## config.mk

```make
export PLATFORM = sky130hd
export DESIGN_NAME = bpf_core
export DESIGN_NICKNAME = d
export VERILOG_FILES = /design/src/bpf_pkg.sv /design/src/bpf_core.sv
export SDC_FILE = /design/constraint.sdc
export NUM_CORES = 1
export LEC_CHECK = 0
export BUFFER_PORTS_ARGS = -buffer_cell sky130_fd_sc_hd__buf_2
export CORE_UTILIZATION = 40
export DETAILED_ROUTE_END_ITERATION = 10
export PLACE_DENSITY = 0.68
export SYNTH_ARGS = -nofsm -noshare
export SYNTH_HDL_FRONTEND = slang
export SYNTH_SLANG_ARGS = --single-unit
```

## constraint.sdc

```tcl
create_clock -name i_clk -period 9 [get_ports i_clk]
set_input_delay 1.35 -clock i_clk [delete_from_list [all_inputs] [get_ports i_clk]]
set_output_delay 1.35 -clock i_clk [all_outputs]
set_load 0.1 [all_outputs]
```

## src/bpf_pkg.sv

```systemverilog
package bpf_pkg;

    // default build values
    localparam int DEPTH_DEF        = 4096;
    localparam int ATOMIC_LIMIT_DEF = 4096;
    localparam int MAX_HANDLES_DEF  = 255;

    // read and write end counts saturate here
    localparam int END_LIMIT = 255;

    // field widths
    localparam int LEN_W   = 16;
    localparam int LVL_W   = 13;
    localparam int CNT_W   = 8;
    // wide enough for any depth, request length or atomic limit
    localparam int CALC_W  = 17;

    typedef enum logic [2:0] {
        MODE_ADD_REF     = 3'd0,
        MODE_OPEN_READ   = 3'd1,
        MODE_OPEN_WRITE  = 3'd2,
        MODE_CLOSE_READ  = 3'd3,
        MODE_CLOSE_WRITE = 3'd4,
        MODE_PUSH        = 3'd5,
        MODE_POP         = 3'd6
    } t_mode;

    typedef enum logic [2:0] {
        ST_OK          = 3'd0,
        ST_EOF         = 3'd1,
        ST_WOULD_BLOCK = 3'd2,
        ST_BROKEN_PIPE = 3'd3,
        ST_DROPPED     = 3'd4
    } t_status;

    typedef struct packed {
        t_mode              mode;
        logic [7:0]         data_byte;
        logic               first_of_write;
        logic [LEN_W-1:0]   request_length;
    } t_in;

    typedef struct packed {
        t_status            status;
        logic [7:0]         read_data;
        logic [LVL_W-1:0]   admitted_length;
        logic [CNT_W-1:0]   reader_count;
        logic [CNT_W-1:0]   writer_count;
        logic [LVL_W-1:0]   fill_level;
        logic               released;
    } t_out;

endpackage

```

## src/bpf_core.sv

```systemverilog
module bpf_core #(
    parameter int DEPTH        = bpf_pkg::DEPTH_DEF,
    parameter int ATOMIC_LIMIT = bpf_pkg::ATOMIC_LIMIT_DEF,
    parameter int MAX_HANDLES  = bpf_pkg::MAX_HANDLES_DEF,
    parameter int AW           = $clog2(DEPTH)
) (
    input  logic           i_clk,
    input  logic           i_rst_n,
    input  logic           i_fire,
    input  bpf_pkg::t_in   i_item,
    input  logic           i_named_pipe_we,
    input  logic           i_named_pipe_wdata,
    input  logic [7:0]     i_head_data,
    output bpf_pkg::t_out  o_result,
    output logic           o_we,
    output logic [AW-1:0]  o_waddr,
    output logic [7:0]     o_wdata,
    output logic [AW-1:0]  o_raddr
);

    localparam int OCC_W = $clog2(DEPTH + 1);
    localparam int HW    = $clog2(MAX_HANDLES + 1);
    localparam int CW    = bpf_pkg::CALC_W;
    localparam logic [AW-1:0] LAST_IDX = AW'(DEPTH - 1);

    logic [AW-1:0]              r_head, n_head;
    logic [AW-1:0]              r_tail, n_tail;
    logic [OCC_W-1:0]           r_occ, n_occ;
    logic [OCC_W-1:0]           r_budget, n_budget;
    logic [bpf_pkg::CNT_W-1:0]  r_readers, n_readers;
    logic [bpf_pkg::CNT_W-1:0]  r_writers, n_writers;
    logic [HW-1:0]              r_refs, n_refs;
    logic                       r_named;

    logic [CW-1:0]              space;
    logic [CW-1:0]              len_ext;
    logic [CW-1:0]              admitted;
    logic [CW-1:0]              occ_wide;
    logic                       store;
    logic                       released;
    bpf_pkg::t_status           status;
    logic [7:0]                 rdata;

    function automatic logic [AW-1:0] wrap_inc(input logic [AW-1:0] idx);
        return (idx == LAST_IDX) ? '0 : idx + 1'b1;
    endfunction

    always_comb begin
        n_head    = r_head;
        n_tail    = r_tail;
        n_occ     = r_occ;
        n_budget  = r_budget;
        n_readers = r_readers;
        n_writers = r_writers;
        n_refs    = r_refs;
        status    = bpf_pkg::ST_OK;
        rdata     = '0;
        admitted  = '0;
        released  = 1'b0;
        store     = 1'b0;
        space     = CW'(DEPTH) - CW'(r_occ);
        len_ext   = CW'(i_item.request_length);

        unique case (i_item.mode)
            bpf_pkg::MODE_ADD_REF: begin
                if (r_refs < HW'(MAX_HANDLES)) n_refs = r_refs + 1'b1;
            end
            bpf_pkg::MODE_OPEN_READ: begin
                if (r_refs < HW'(MAX_HANDLES)) n_refs = r_refs + 1'b1;
                if (r_readers < bpf_pkg::CNT_W'(bpf_pkg::END_LIMIT))
                    n_readers = r_readers + 1'b1;
            end
            bpf_pkg::MODE_OPEN_WRITE: begin
                if (r_refs < HW'(MAX_HANDLES)) n_refs = r_refs + 1'b1;
                if (r_writers < bpf_pkg::CNT_W'(bpf_pkg::END_LIMIT))
                    n_writers = r_writers + 1'b1;
            end
            bpf_pkg::MODE_CLOSE_READ, bpf_pkg::MODE_CLOSE_WRITE: begin
                if (i_item.mode == bpf_pkg::MODE_CLOSE_READ) begin
                    if (r_readers != '0) n_readers = r_readers - 1'b1;
                end else begin
                    if (r_writers != '0) n_writers = r_writers - 1'b1;
                end
                if (r_refs != '0) begin
                    n_refs   = r_refs - 1'b1;
                    released = (r_refs == HW'(1)) && !r_named;
                end
            end
            bpf_pkg::MODE_PUSH: begin
                if (i_item.first_of_write) begin
                    n_budget = '0;
                    if (r_readers == '0) begin
                        status = bpf_pkg::ST_BROKEN_PIPE;
                    end else if (space == '0) begin
                        status = bpf_pkg::ST_WOULD_BLOCK;
                    end else if (len_ext <= CW'(ATOMIC_LIMIT) && space < len_ext) begin
                        status = bpf_pkg::ST_WOULD_BLOCK;
                    end else begin
                        admitted = (len_ext < space) ? len_ext : space;
                        if (admitted != '0) begin
                            store    = 1'b1;
                            n_budget = admitted[OCC_W-1:0] - 1'b1;
                        end
                    end
                end else if (r_budget != '0 && r_occ < OCC_W'(DEPTH)) begin
                    store    = 1'b1;
                    n_budget = r_budget - 1'b1;
                end else begin
                    status = bpf_pkg::ST_DROPPED;
                end
                if (store) begin
                    n_tail = wrap_inc(r_tail);
                    n_occ  = r_occ + 1'b1;
                end
            end
            bpf_pkg::MODE_POP: begin
                if (r_occ == '0) begin
                    status = (r_writers == '0) ? bpf_pkg::ST_EOF : bpf_pkg::ST_WOULD_BLOCK;
                end else begin
                    rdata  = i_head_data;
                    n_head = wrap_inc(r_head);
                    n_occ  = r_occ - 1'b1;
                end
            end
            default: begin
                // unused mode: no change, ok
            end
        endcase
    end

    assign occ_wide = CW'(n_occ);

    always_comb begin
        o_result.status          = status;
        o_result.read_data       = rdata;
        o_result.admitted_length = admitted[bpf_pkg::LVL_W-1:0];
        o_result.reader_count    = n_readers;
        o_result.writer_count    = n_writers;
        o_result.fill_level      = occ_wide[bpf_pkg::LVL_W-1:0];
        o_result.released        = released;
    end

    assign o_we    = i_fire && store;
    assign o_waddr = r_tail;
    assign o_wdata = i_item.data_byte;
    // read ahead at the head that the next transaction will see
    assign o_raddr = i_fire ? n_head : r_head;

    always_ff @(posedge i_clk) begin
        if (!i_rst_n) begin
            r_head    <= '0;
            r_tail    <= '0;
            r_occ     <= '0;
            r_budget  <= '0;
            r_readers <= '0;
            r_writers <= '0;
            r_refs    <= '0;
            r_named   <= 1'b0;
        end else begin
            if (i_fire) begin
                r_head    <= n_head;
                r_tail    <= n_tail;
                r_occ     <= n_occ;
                r_budget  <= n_budget;
                r_readers <= n_readers;
                r_writers <= n_writers;
                r_refs    <= n_refs;
            end
            if (i_named_pipe_we) r_named <= i_named_pipe_wdata;
        end
    end

`ifndef NO_ASSERTIONS
    a_occ_bound: assert property (@(posedge i_clk) disable iff (!i_rst_n)
        r_occ <= OCC_W'(DEPTH))
        else $error("fill level above depth");

    a_budget_fits: assert property (@(posedge i_clk) disable iff (!i_rst_n)
        (18'(r_budget) + 18'(r_occ)) <= 18'(DEPTH))
        else $error("write budget exceeds free space");

    a_pop_drains: assert property (@(posedge i_clk) disable iff (!i_rst_n)
        (i_fire && i_item.mode == bpf_pkg::MODE_POP && r_occ != '0)
            |=> (r_occ == $past(r_occ) - 1'b1))
        else $error("successful pop did not drain one byte");
`endif

endmodule

```

=== Yosys cells after proc, flatten, opt, wreduce, memory -nomap -nowiden ===
Index checks and enable logic that the tools add are counted.
W data, S select, Z words.

* Add/subtract/negate cells: 13
* Equal/unequal tests: 11
* Muxes and demuxes: 51
* Order comparisons: 7
* Reductions and logical operators: 22

{| class="wikitable"
|+ Operators with widths
! cell !! count
|-
| $mux W13 || 13
|-
| $mux W8 || 10
|-
| $mux W12 || 5
|-
| $pmux W8 S2 || 3
|-
| $sub A13 B1 Y13 const B || 3
|-
| $pmux W13 S2 || 1
|-
| $add A12 B1 Y12 const B || 2
|-
| $add A8 B1 Y8 const B || 3
|-
| $eq A12 B12 Y1 const B || 2
|-
| $lt A8 B8 Y1 const B || 3
|-
| $reduce_bool A8 Y1 || 3
|-
| $sub A8 B1 Y8 const B || 3
|-
| $logic_not A17 Y1 || 1
|-
| $lt A16 B17 Y1 || 1
|-
| $lt A17 B16 Y1 || 1
|-
| $mux W17 || 1
|-
| $reduce_bool A17 Y1 || 1
|-
| $le A16 B13 Y1 const B || 1
|-
| $logic_not A8 Y1 || 2
|-
| $sub A13 B13 Y14 const A || 1
|-
| $add A13 B1 Y13 const B || 1
|-
| $logic_not A13 Y1 || 1
|-
| $lt A13 B13 Y1 const B || 1
|-
| $reduce_bool A13 Y1 || 1
|-
| other kinds (18) || 40
|}

* Logic and storage cells: 112
* Output and inout port bits: 87
* Input port bits: 41
* Bits in registers: 75

=== Logic depth before layout (Yosys ltp) ===
Gate-level depths: netlist (run 1).

* Word-level depth: 12
* Depth in mapped cells: 28
* Depth with buffers taken out: 23

=== Worst setup path after synthesis (run 1) ===
OpenSTA, ideal clock, no wires.

* Path type: register to output
* Start: reg r_occ[0]
* End: out o_result[1] (netlist bit)
* Path slack: 0.817 ns
* Arrival time: 6.833 ns
* Stages on the path, launching flop included: 29
* Buffers on the path: 5
* Required time: 7.650 ns
* Path through: dfxtp_1 clkbuf_1 inv_1 ha_1 buf_2 or4b_4 nor2_1 xnor2_1 inv_1 ha_1 a21o_1 a221oi_1 and2_1 a22oi_2 a21o_1 buf_2 nand2_1 clkbuf_1 nor2_1 a21oi_1 ha_1 inv_1 nor4_1 a211oi_1 a211o_2 o21ai_4 buf_4 a21oi_1 xnor2_1

{| class="wikitable"
|+ RTL lines
! element !! line !! source
|-
| start, declared || bpf_core.sv:28 || <nowiki>logic [OCC_W-1:0] r_occ, n_occ;</nowiki>
|-
| start signal, assigned || bpf_core.sv:163 || <nowiki>r_occ <= n_occ;</nowiki>
|-
| end, declared || bpf_core.sv:14 || <nowiki>output bpf_pkg::t_out o_result,</nowiki>
|}

==> results of run 1 <==
[routing by layer]
metal	track usage, %	vias up	part of all wire, %
li1	-	3817	-
met1	33.1	3643	45
met2	39.5	339	45
met3	4.94	61	7.4
met4	9.18	0	2.6
met5	0	-	0
[critical path, stage by stage (launching register included)]
cell and delay [ns]:
dfxtp_1 0.41, inv_1 0.21, ha_1 0.41, nor4b_4 0.39, nand2_1 0.18, xor2_1 0.37
inv_1 0.09, ha_1 0.30, and3_1 0.17, and3_1 0.19, o221ai_1 0.17, a22oi_2 0.24
a21o_1 0.35, nand2_2 0.28, a21oi_2 0.31, ha_1 0.21, inv_1 0.05, nor4_1 0.34
a211oi_1 0.10, a211o_2 0.45, o21ai_4 0.47, o311ai_0 0.25, o211ai_1 0.15, buf_2 0.45
[cell type report]
cell class | instances | area [sq um]
tap | 225 | 282
clock buffer | 9 | 225
clock inverter | 7 | 58.8
multi-input combinational | 825 | 5180
fill | 1788 | 9350
sequential | 75 | 1500
inverter | 34 | 128
timing repair buffer | 122 | 638
[cells in the final DEF (no fill, tap or decap), types with 17 or more instances in the layout]
master	count
ha_1	31
nor3_1	31
o211ai_1	18
and2_1	29
inv_1	33
o21ai_0	56
mux2i_1	18
and3_1	17
nand2_1	101
dfxtp_1	75
nor2_1	103
nand3_1	57
buf_2	111
nor4_1	18
or3_1	18
xnor2_1	31
a21oi_1	72
[per-stage QoR]
stage               instances  hold WS [ns]  power (mW)  worst slack (ns)  instance area (sq um)
global route             1297         0.526        1.33             0.141                   8010
floorplan                1005         0.461       0.792             0.817                   7120
detailed placement       1281         0.491       0.893             0.807                   7710
CTS                      1297         0.501        1.26             0.440                   7990
finish                   1297         0.501        1.26             0.727                   8010
global placement         1281         0.480       0.889              1.15                   7710
[flip-flops by register name, summed over array words and instances (netlist names)]
register   cells
r_budget      13
r_occ         13
o_waddr       12
r_head        12
r_readers      8
r_refs         8
r_writers      8
r_named        1
[logic make-up after synthesis]
group	synth area share, %
fa+ha+maj	5.45
simple gates	32.9
mux	2.69
buf+inv	6.41
compound gates	26.0
flops	21.1
xor+xnor	5.48
[final timing paths]
path / from / to / slack [ns] / depth (start not counted)
min reg2reg: r_refs[1]$_SDFFE_PN0P_ / r_refs[1]$_SDFFE_PN0P_ / 0.50 / 2
min: r_refs[1]$_SDFFE_PN0P_ / r_refs[1]$_SDFFE_PN0P_ / 0.50 / 2
max: r_occ[0]$_SDFFE_PN0P_ / o_result[5] / 0.73 / 23
max reg2reg: r_occ[0]$_SDFFE_PN0P_ / r_occ[5]$_SDFFE_PN0P_ / 2.57 / 23
[where the power goes]
part	total (mW)	leakage, nW	switching, mW	internal (mW)
combinational	0.536	2.48	0.382	0.154
clock	0.360	0.139	0.168	0.192
sequential	0.362	0.607	0.0207	0.341
total	1.26	3.23	0.571	0.687
[what timing repair did]
action / in CTS / in global routing
setup endpoints to repair: 0 / 12
hold endpoints to repair: 0 / 0
resized for setup: 0 / 3
==> impl_metrics.tcl, run 1 <==
set metrics [dict create \
    numCtsBuffers 9 \
    finClkSkew_ns 0.0114 \
    initial_core_util_pct 41.0 \
    core_area_sq_um 17400 \
    avgSynthCellArea_sq_um 7.08 \
    diodes 0 \
    synth_top_area_cell "dfxtp_1" \
    antenna_found_initial 0 \
    drt-initial-drc-count 667 \
    setup_viol 0 \
    wl_per_cell_microns 17.4 \
    die_width_microns 135 \
    cts_root_buf "clkbuf_16" \
    slew_headroom_pct 43.9 \
    tns_ns 0 \
    synth.net_count 1077 \
    dieArea_sq_um 18300 \
    grt_pass1_vias 7146 \
    synth_area_sq_um 7120 \
    rsz0062_at_grt "false" \
    synth_cell_types 84 \
    synth.most_common_cell "nor2_1" \
    drc 0 \
    hold_viol_final 0 \
    num_io_pins 128 \
    finalMaxSlewViolations 0 \
    max_freq_mhz 121 \
    syn_inst 1005 \
    ys_warn_count 0 \
    insertion_delay_ns 0.36 \
    outcome "finished clean" \
    finalCritPeriodShare_pct 91.9 \
    hpwl_microns 16400 \
    path_clk_slew_ns 0.06 \
    fin_nets 1139 \
    drive_above_1_share_pct 15.7 \
    grt_max_degree 44 \
    cts.sinks 75 \
    synth_edf_count 0 \
    rows 48 \
    port_buffers 111 \
    critPathCaptureType "primary output" \
    routed_via_density 6.06 \
    async_reset_ff_share_pct 0 \
    synth_area_leaders "dfxtp_1 21%, ha_1 5.4%, nor2_1 5.4%" \
    crit_path_start_kind "register" \
    gp_congestion 0.943 \
    die_h_microns 135 \
    ant_nets 0 \
    cp.arrival_ns 6.92 \
    synth_ff_type "dfxtp_1" \
    grt_pass1_wl_microns 36300 \
    routed_wirelength_microns 22600 \
    worst_ir_drop_vdd_mv 0.0935 \
    ys_seq_area_share_pct 21.1 \
    max_cap_violations 0 \
    fin_util_pct 46.1 \
    vias 7860 \
    critPathMaxFanout 19 \
    critPathKind "reg2out" \
    power_density_nw_per_um2 157 \
    clockBufferDepth 2 \
    fin_crit_ns 8.27 \
    ys_seq_elements 75 \
    drtPass1Iterations 5 \
    synth_top_cell_area_share_pct 21.1 \
    grt_overflow 0 \
    cts_hold_buf 0 \
    crit_required_ns 7.65 \
    cts-htree-levels 3 \
    worst_pin_slew_ns 0.841 \
    hp-class "reg2reg" \
    cellLeakagePower_nw 3.23 \
    synthTopCellsByCount "103 x nor2_1, 102 x nand2_1, 75 x dfxtp_1, 73 x a21oi_1, 57 x nand3_1" \
    syn_to_final_growth_pct 12.5 \
    cts_tree "done" \
    grt_usage_pct 24.9 \
    cts_setup_buffers 0 \
]
Power figures use the tool's default switching activity.
==> run 2: changes to the inputs <==
--- a/config.mk
+++ b/config.mk
@@ -6,9 +6,11 @@
 export NUM_CORES = 1
 export LEC_CHECK = 0
 export BUFFER_PORTS_ARGS = -buffer_cell sky130_fd_sc_hd__buf_2
+export CORE_MARGIN = 8
 export CORE_UTILIZATION = 40
 export DETAILED_ROUTE_END_ITERATION = 10
 export PLACE_DENSITY = 0.68
+export RECOVER_POWER = 25
 export SYNTH_ARGS = -nofsm -noshare
 export SYNTH_HDL_FRONTEND = slang
 export SYNTH_SLANG_ARGS = --single-unit
==> run 2 against run 1 <==
Total power is 0.14% higher. Global-route usage is 4.6 points lower. Flip-flop and latch count stayed put. Utilization is 0.13 points lower. The run now ends with max-capacitance violations, max-slew violations left. Worst setup slack worse by 0.25 ns. Combinational power is 0.7% higher. Sequential share of layout area is 0.053 points higher. Via count is 0.23% lower. Fmax is 2.9% lower. First-iteration DRC count is 1.8% higher. Final cell count hardly changed. Routed wire length is 2.6% higher.
==> impl_metrics.tcl, run 2 (same netlist as run 1, synthesis figures left out) <==
set metrics [dict create \
    cts_hold_buf 0 \
    gp_congestion 0.953 \
    critPathKind "reg2out" \
    layout_commonest_cell "nor2_1" \
    crit_required_ns 7.65 \
    diodes 0 \
    vias 7842 \
    dp_slack_ns 0.811 \
    num_io_pins 128 \
    critPathMaxFanout 15 \
    initial_core_util_pct 41.0 \
    cts_resized 0 \
    critPathSlowestCell "nor4b_2" \
    routed_wirelength_microns 23200 \
    worst_pin_slew_ns 2.12 \
    whs_ns 0.490 \
    syn_to_final_growth_pct 12.2 \
    drtPass1Iterations 6 \
    critPathCaptureType "primary output" \
    biggestRegsByFlops "r_budget x13, r_occ x13" \
    cellLeakagePower_nw 3.16 \
    grt_usage_pct 20.2 \
    dieArea_sq_um 22300 \
    min_from "r_refs[1]$_SDFFE_PN0P_" \
    cts_setup_buffers 0 \
    cts_root_buf "clkbuf_16" \
    hpwl_microns 17100 \
    routed_via_density 6.04 \
    hp-class "reg2reg" \
    fin_crit_ns 8.52 \
    drive_above_1_share_pct 14.3 \
    final-seq-area_sq_um 1500 \
    slew_headroom_pct -41.2 \
    setup_viol 0 \
    path_delay_family "compound AO/OA/AOI/OAI gates" \
    core_area_sq_um 17400 \
    antenna_found_initial 0 \
    finalCritPeriodShare_pct 94.7 \
    cts.sinks 75 \
    numCtsBuffers 9 \
    cts_tree "done" \
    rsz0062_at_grt "false" \
    finalMaxSlewViolations 81 \
    grt_overflow 0 \
    max_stage_delay_ns 0.50 \
    multi_input_area_sq_um 5170 \
    path_clk_slew_ns 0.07 \
    worst_slack_ns 0.480 \
    port_buffers 111 \
    crit_path_start_kind "register" \
    layout_common_cells "103 x nor2_1, 102 x nand2_1, 99 x buf_2" \
    clockBufferDepth 2 \
    cts-htree-levels 3 \
    drt-initial-drc-count 679 \
    die_h_microns 149 \
    cp_num_buf_inv 5 \
    max_cap_violations 2 \
    hold_viol_final 0 \
    fin_nets 1140 \
    insertion_delay_ns 0.35 \
    cp.arrival_ns 7.17 \
    wl_per_cell_microns 17.8 \
    violations "max-capacitance violations, max-slew violations" \
    tns_ns 0 \
    power_density_nw_per_um2 158 \
    grt_pass1_vias 7123 \
    startpoint "r_occ[0]$_SDFFE_PN0P_" \
    max_freq_mhz 117 \
    drc 0 \
    reg2reg_from "r_occ[0]$_SDFFE_PN0P_" \
    finClkSkew_ns 0.00948 \
    die_width_microns 149 \
    rows 48 \
    grt_pass1_wl_microns 37200 \
    ant_nets 0 \
    fillers 1803 \
    grt_max_degree 41 \
    outcome "complete, but fails checks" \
    worst_ir_drop_vdd_mv 0.0880 \
]
[run 2: routing by layer]
layer / track usage (%) / vias up / share of wire (%)
met5: 0 / - / 0
met4: 5.70 / 0 / 1.7
met3: 3.35 / 35 / 9.1
met2: 31.9 / 403 / 46
met1: 27.8 / 3586 / 43
li1: - / 3818 / -
[run 2: final timing paths]
check,endpoint,cells past startpoint,slack [ns]
max,o_result[8],25,0.48
min,r_refs[1]$_SDFFE_PN0P_,2,0.49
max reg2reg,o_waddr[9]$_SDFFE_PN0P_,23,2.20
min reg2reg,r_refs[1]$_SDFFE_PN0P_,2,0.49
[run 2: report_power, final]
group | total (mW) | internal [mW] | switching [mW]
Sequential | 0.361 | 0.341 | 0.0198
Clock | 0.359 | 0.192 | 0.166
Combinational | 0.540 | 0.154 | 0.386
[run 2: stage by stage]
step	total power [mW]	instance area (sq um)	utilization, %	cells
after global placement	0.889	7710	44.4	1281
after global routing	1.32	7990	46.0	1298
final	1.26	7990	46.0	1298
after detailed placement	0.892	7710	44.4	1281
after floorplan	0.792	7120	-	1005
after CTS	1.26	8000	46.1	1297
[run 2: final cells by class]
type / instances / share of cell area (%)
multi-input combinational: 826 / 64.8
clock buffer: 9 / 2.82
tap: 225 / 3.52
sequential: 75 / 18.8
timing repair buffer: 122 / 7.71
clock inverter: 7 / 0.768
inverter: 34 / 1.60
[run 2: worst min-delay path: stages, from the launching register on]
cell	delay, ns
dfxtp_1	0.33
nand2_1	0.06
a21oi_1	0.05
==> run 3: changes to the inputs <==
--- a/config.mk
+++ b/config.mk
@@ -6,11 +6,10 @@
 export NUM_CORES = 1
 export LEC_CHECK = 0
 export BUFFER_PORTS_ARGS = -buffer_cell sky130_fd_sc_hd__buf_2
-export CORE_MARGIN = 8
 export CORE_UTILIZATION = 40
 export DETAILED_ROUTE_END_ITERATION = 10
 export PLACE_DENSITY = 0.68
-export RECOVER_POWER = 25
+export SETUP_SLACK_MARGIN = 0.3
 export SYNTH_ARGS = -nofsm -noshare
 export SYNTH_HDL_FRONTEND = slang
 export SYNTH_SLANG_ARGS = --single-unit
==> run 3 against run 2 <==
Worst setup slack improved by 0.42 ns. Register-to-register slack improved by 0.56 ns. Hold slack improved by 0.011 ns. Clock skew increased by 0.00087 ns. Die area decreased by 18%. Flip-flop and latch count unchanged. Fmax increased by 5.2%. Critical path type unchanged. Clock power about the same. Routed wire length decreased by 2.7%. Critical endpoint is now o_result[4]. Final cell count about the same. Sequential share of layout area decreased by 0.12 points. The run now ends clean.
==> impl_metrics.tcl, run 3 (same netlist as run 1, synthesis figures left out) <==
set metrics [dict create \
    outcome "finished clean" \
    whs_endpoint "r_refs[1]$_SDFFE_PN0P_" \
    worst_slack_ns 0.900 \
    multi_input_area_sq_um 5180 \
    fin_crit_ns 8.10 \
    crit_required_ns 7.65 \
    layout_common_cells "111 x buf_2, 103 x nor2_1, 101 x nand2_1" \
    worst_ir_drop_vdd_mv 0.0958 \
    diodes 0 \
    crit_path_start_kind "register" \
    finClkSkew_ns 0.0104 \
    cts-htree-levels 3 \
    die_h_microns 135 \
    path_clk_slew_ns 0.06 \
    min_from "r_refs[1]$_SDFFE_PN0P_" \
    grt_pass1_wl_microns 36300 \
    syn_to_final_growth_pct 12.9 \
    initial_core_util_pct 41.0 \
    fillers 1785 \
    fin_nets 1141 \
    die_width_microns 135 \
    num_io_pins 128 \
    clockBufferDepth 2 \
    numCtsBuffers 9 \
    core_area_sq_um 17400 \
    drt-initial-drc-count 643 \
    critPathSlowestCell "or4b_4" \
    layout_commonest_cell "buf_2" \
    cp.arrival_ns 6.75 \
    finalMaxSlewViolations 0 \
    grt_pass1_vias 7146 \
    routed_via_density 6.04 \
    hpwl_microns 16400 \
    cts_root_buf "clkbuf_16" \
    ant_nets 0 \
    reg2reg_from "r_occ[0]$_SDFFE_PN0P_" \
    tns_ns 0 \
    cts_hold_buf 0 \
    max_stage_delay_ns 0.56 \
    vias 7844 \
    critPathMaxFanout 18 \
    antenna_found_initial 0 \
    reg2reg_slack_ns 2.76 \
    cts_tree "done" \
    power_density_nw_per_um2 157 \
    worstRegToRegCells 25 \
    final-seq-area_sq_um 1500 \
    grt_max_degree 44 \
    r2r_end "r_occ[5]$_SDFFE_PN0P_" \
    finalCritPeriodShare_pct 90.0 \
    hp-class "reg2reg" \
    gp_congestion 0.943 \
    critPathCaptureType "primary output" \
    final_area_sq_um 8040 \
    max_freq_mhz 123 \
    grt_overflow 0 \
    rows 48 \
    dieArea_sq_um 18300 \
    max_cap_violations 0 \
    hold_viol_final 0 \
    insertion_delay_ns 0.36 \
    biggestRegsByFlops "r_budget x13, r_occ x13" \
    hold-path-cell-count 2 \
    drc 0 \
    rsz0062_at_grt "false" \
    drive_above_1_share_pct 15.8 \
    wl_per_cell_microns 17.4 \
    postPlaceCellArea_sq_um 7710 \
    slew_headroom_pct 43.5 \
    port_buffers 111 \
    critPathKind "reg2out" \
    cts.sinks 75 \
    dp_slack_ns 0.807 \
    worst_pin_slew_ns 0.847 \
    cellLeakagePower_nw 3.24 \
    setup_viol 0 \
    grt_usage_pct 24.9 \
    routed_wirelength_microns 22500 \
    drtPass1Iterations 5 \
]
==> run 3: changes by cell type in the layout (fill, tap and decap cells not counted), sizes merged <==
cell    delta
clkinv     -1
clkbuf    -14
inv        +1
buf       +16
o21ai      -1
==> run 3: final cells by class <==
| type | count | share of cell area [%] |
|---|---|---|
| Sequential cell | 75 | 18.7 |
| Inverter | 34 | 1.59 |
| Tap cell | 225 | 3.50 |
| Clock inverter | 7 | 0.732 |
| Multi-Input combinational cell | 825 | 64.4 |
| Clock buffer | 9 | 2.80 |
| Timing Repair Buffer | 124 | 8.28 |
==> run 3: worst max-delay path, delay by kind of cell (launching register included) <==
family                     cells  cell delay (ns)
adders and majority gates      3             0.94
xor gates and xnor gates       1             0.21
DFF                            1             0.41
AOI/OAI and AO/OA              9             1.97
buffers and inverters          6             1.13
and+or+nand+nor                7             1.73
==> run 3: timing repair <==
action                     CTS  global route
setup endpoints to repair    0            13
buffers inserted             0             2
resized for setup            0             3
==> run 3: worst max-delay path by stage <==
stage	startpoint	end	slack, ns	cells after the start
final	r_occ[0]$_SDFFE_PN0P_	o_result[4]	0.90	26
after global routing	r_occ[0]$_SDFFE_PN0P_	o_result[5]	0.34	25
after CTS	r_occ[0]$_SDFFE_PN0P_	o_result[5]	0.44	23
after detailed placement	r_occ[0]$_SDFFE_PN0P_	o_result[5]	0.81	23
after global placement	r_occ[0]$_SDFFE_PN0P_	o_result[5]	1.15	23
after floorplan	r_occ[0]$_SDFFE_PN0P_	o_result[1]	0.82	28
==> run 3: report_power, final <==
part | switching (mW) | internal, mW
clock network | 0.169 | 0.192
logic | 0.383 | 0.159
registers | 0.0205 | 0.341
total | 0.573 | 0.691
==> run 3: layer usage <==
metal	wire length (microns)	up-vias	part of all wire, %	GRT usage (%)
met5	0	-	0	0
met3	1680	49	7.4	4.94
met1	10200	3657	45	33.1
met2	10200	313	45	39.5
met4	532	0	2.4	9.18
li1	-	3825	-	-
==> run 3: stage by stage <==
step / hold slack [ns] / total power, mW / utilization [%] / std cells
5_1_grt: 0.526 / 1.33 / 46.3 / 1299
6_report: 0.500 / 1.26 / 46.3 / 1299
3_3_place_gp: 0.480 / 0.889 / 44.4 / 1281
4_1_cts: 0.501 / 1.26 / 46.1 / 1297
3_5_place_dp: 0.491 / 0.893 / 44.4 / 1281
2_1_floorplan: 0.461 / 0.792 / - / 1005
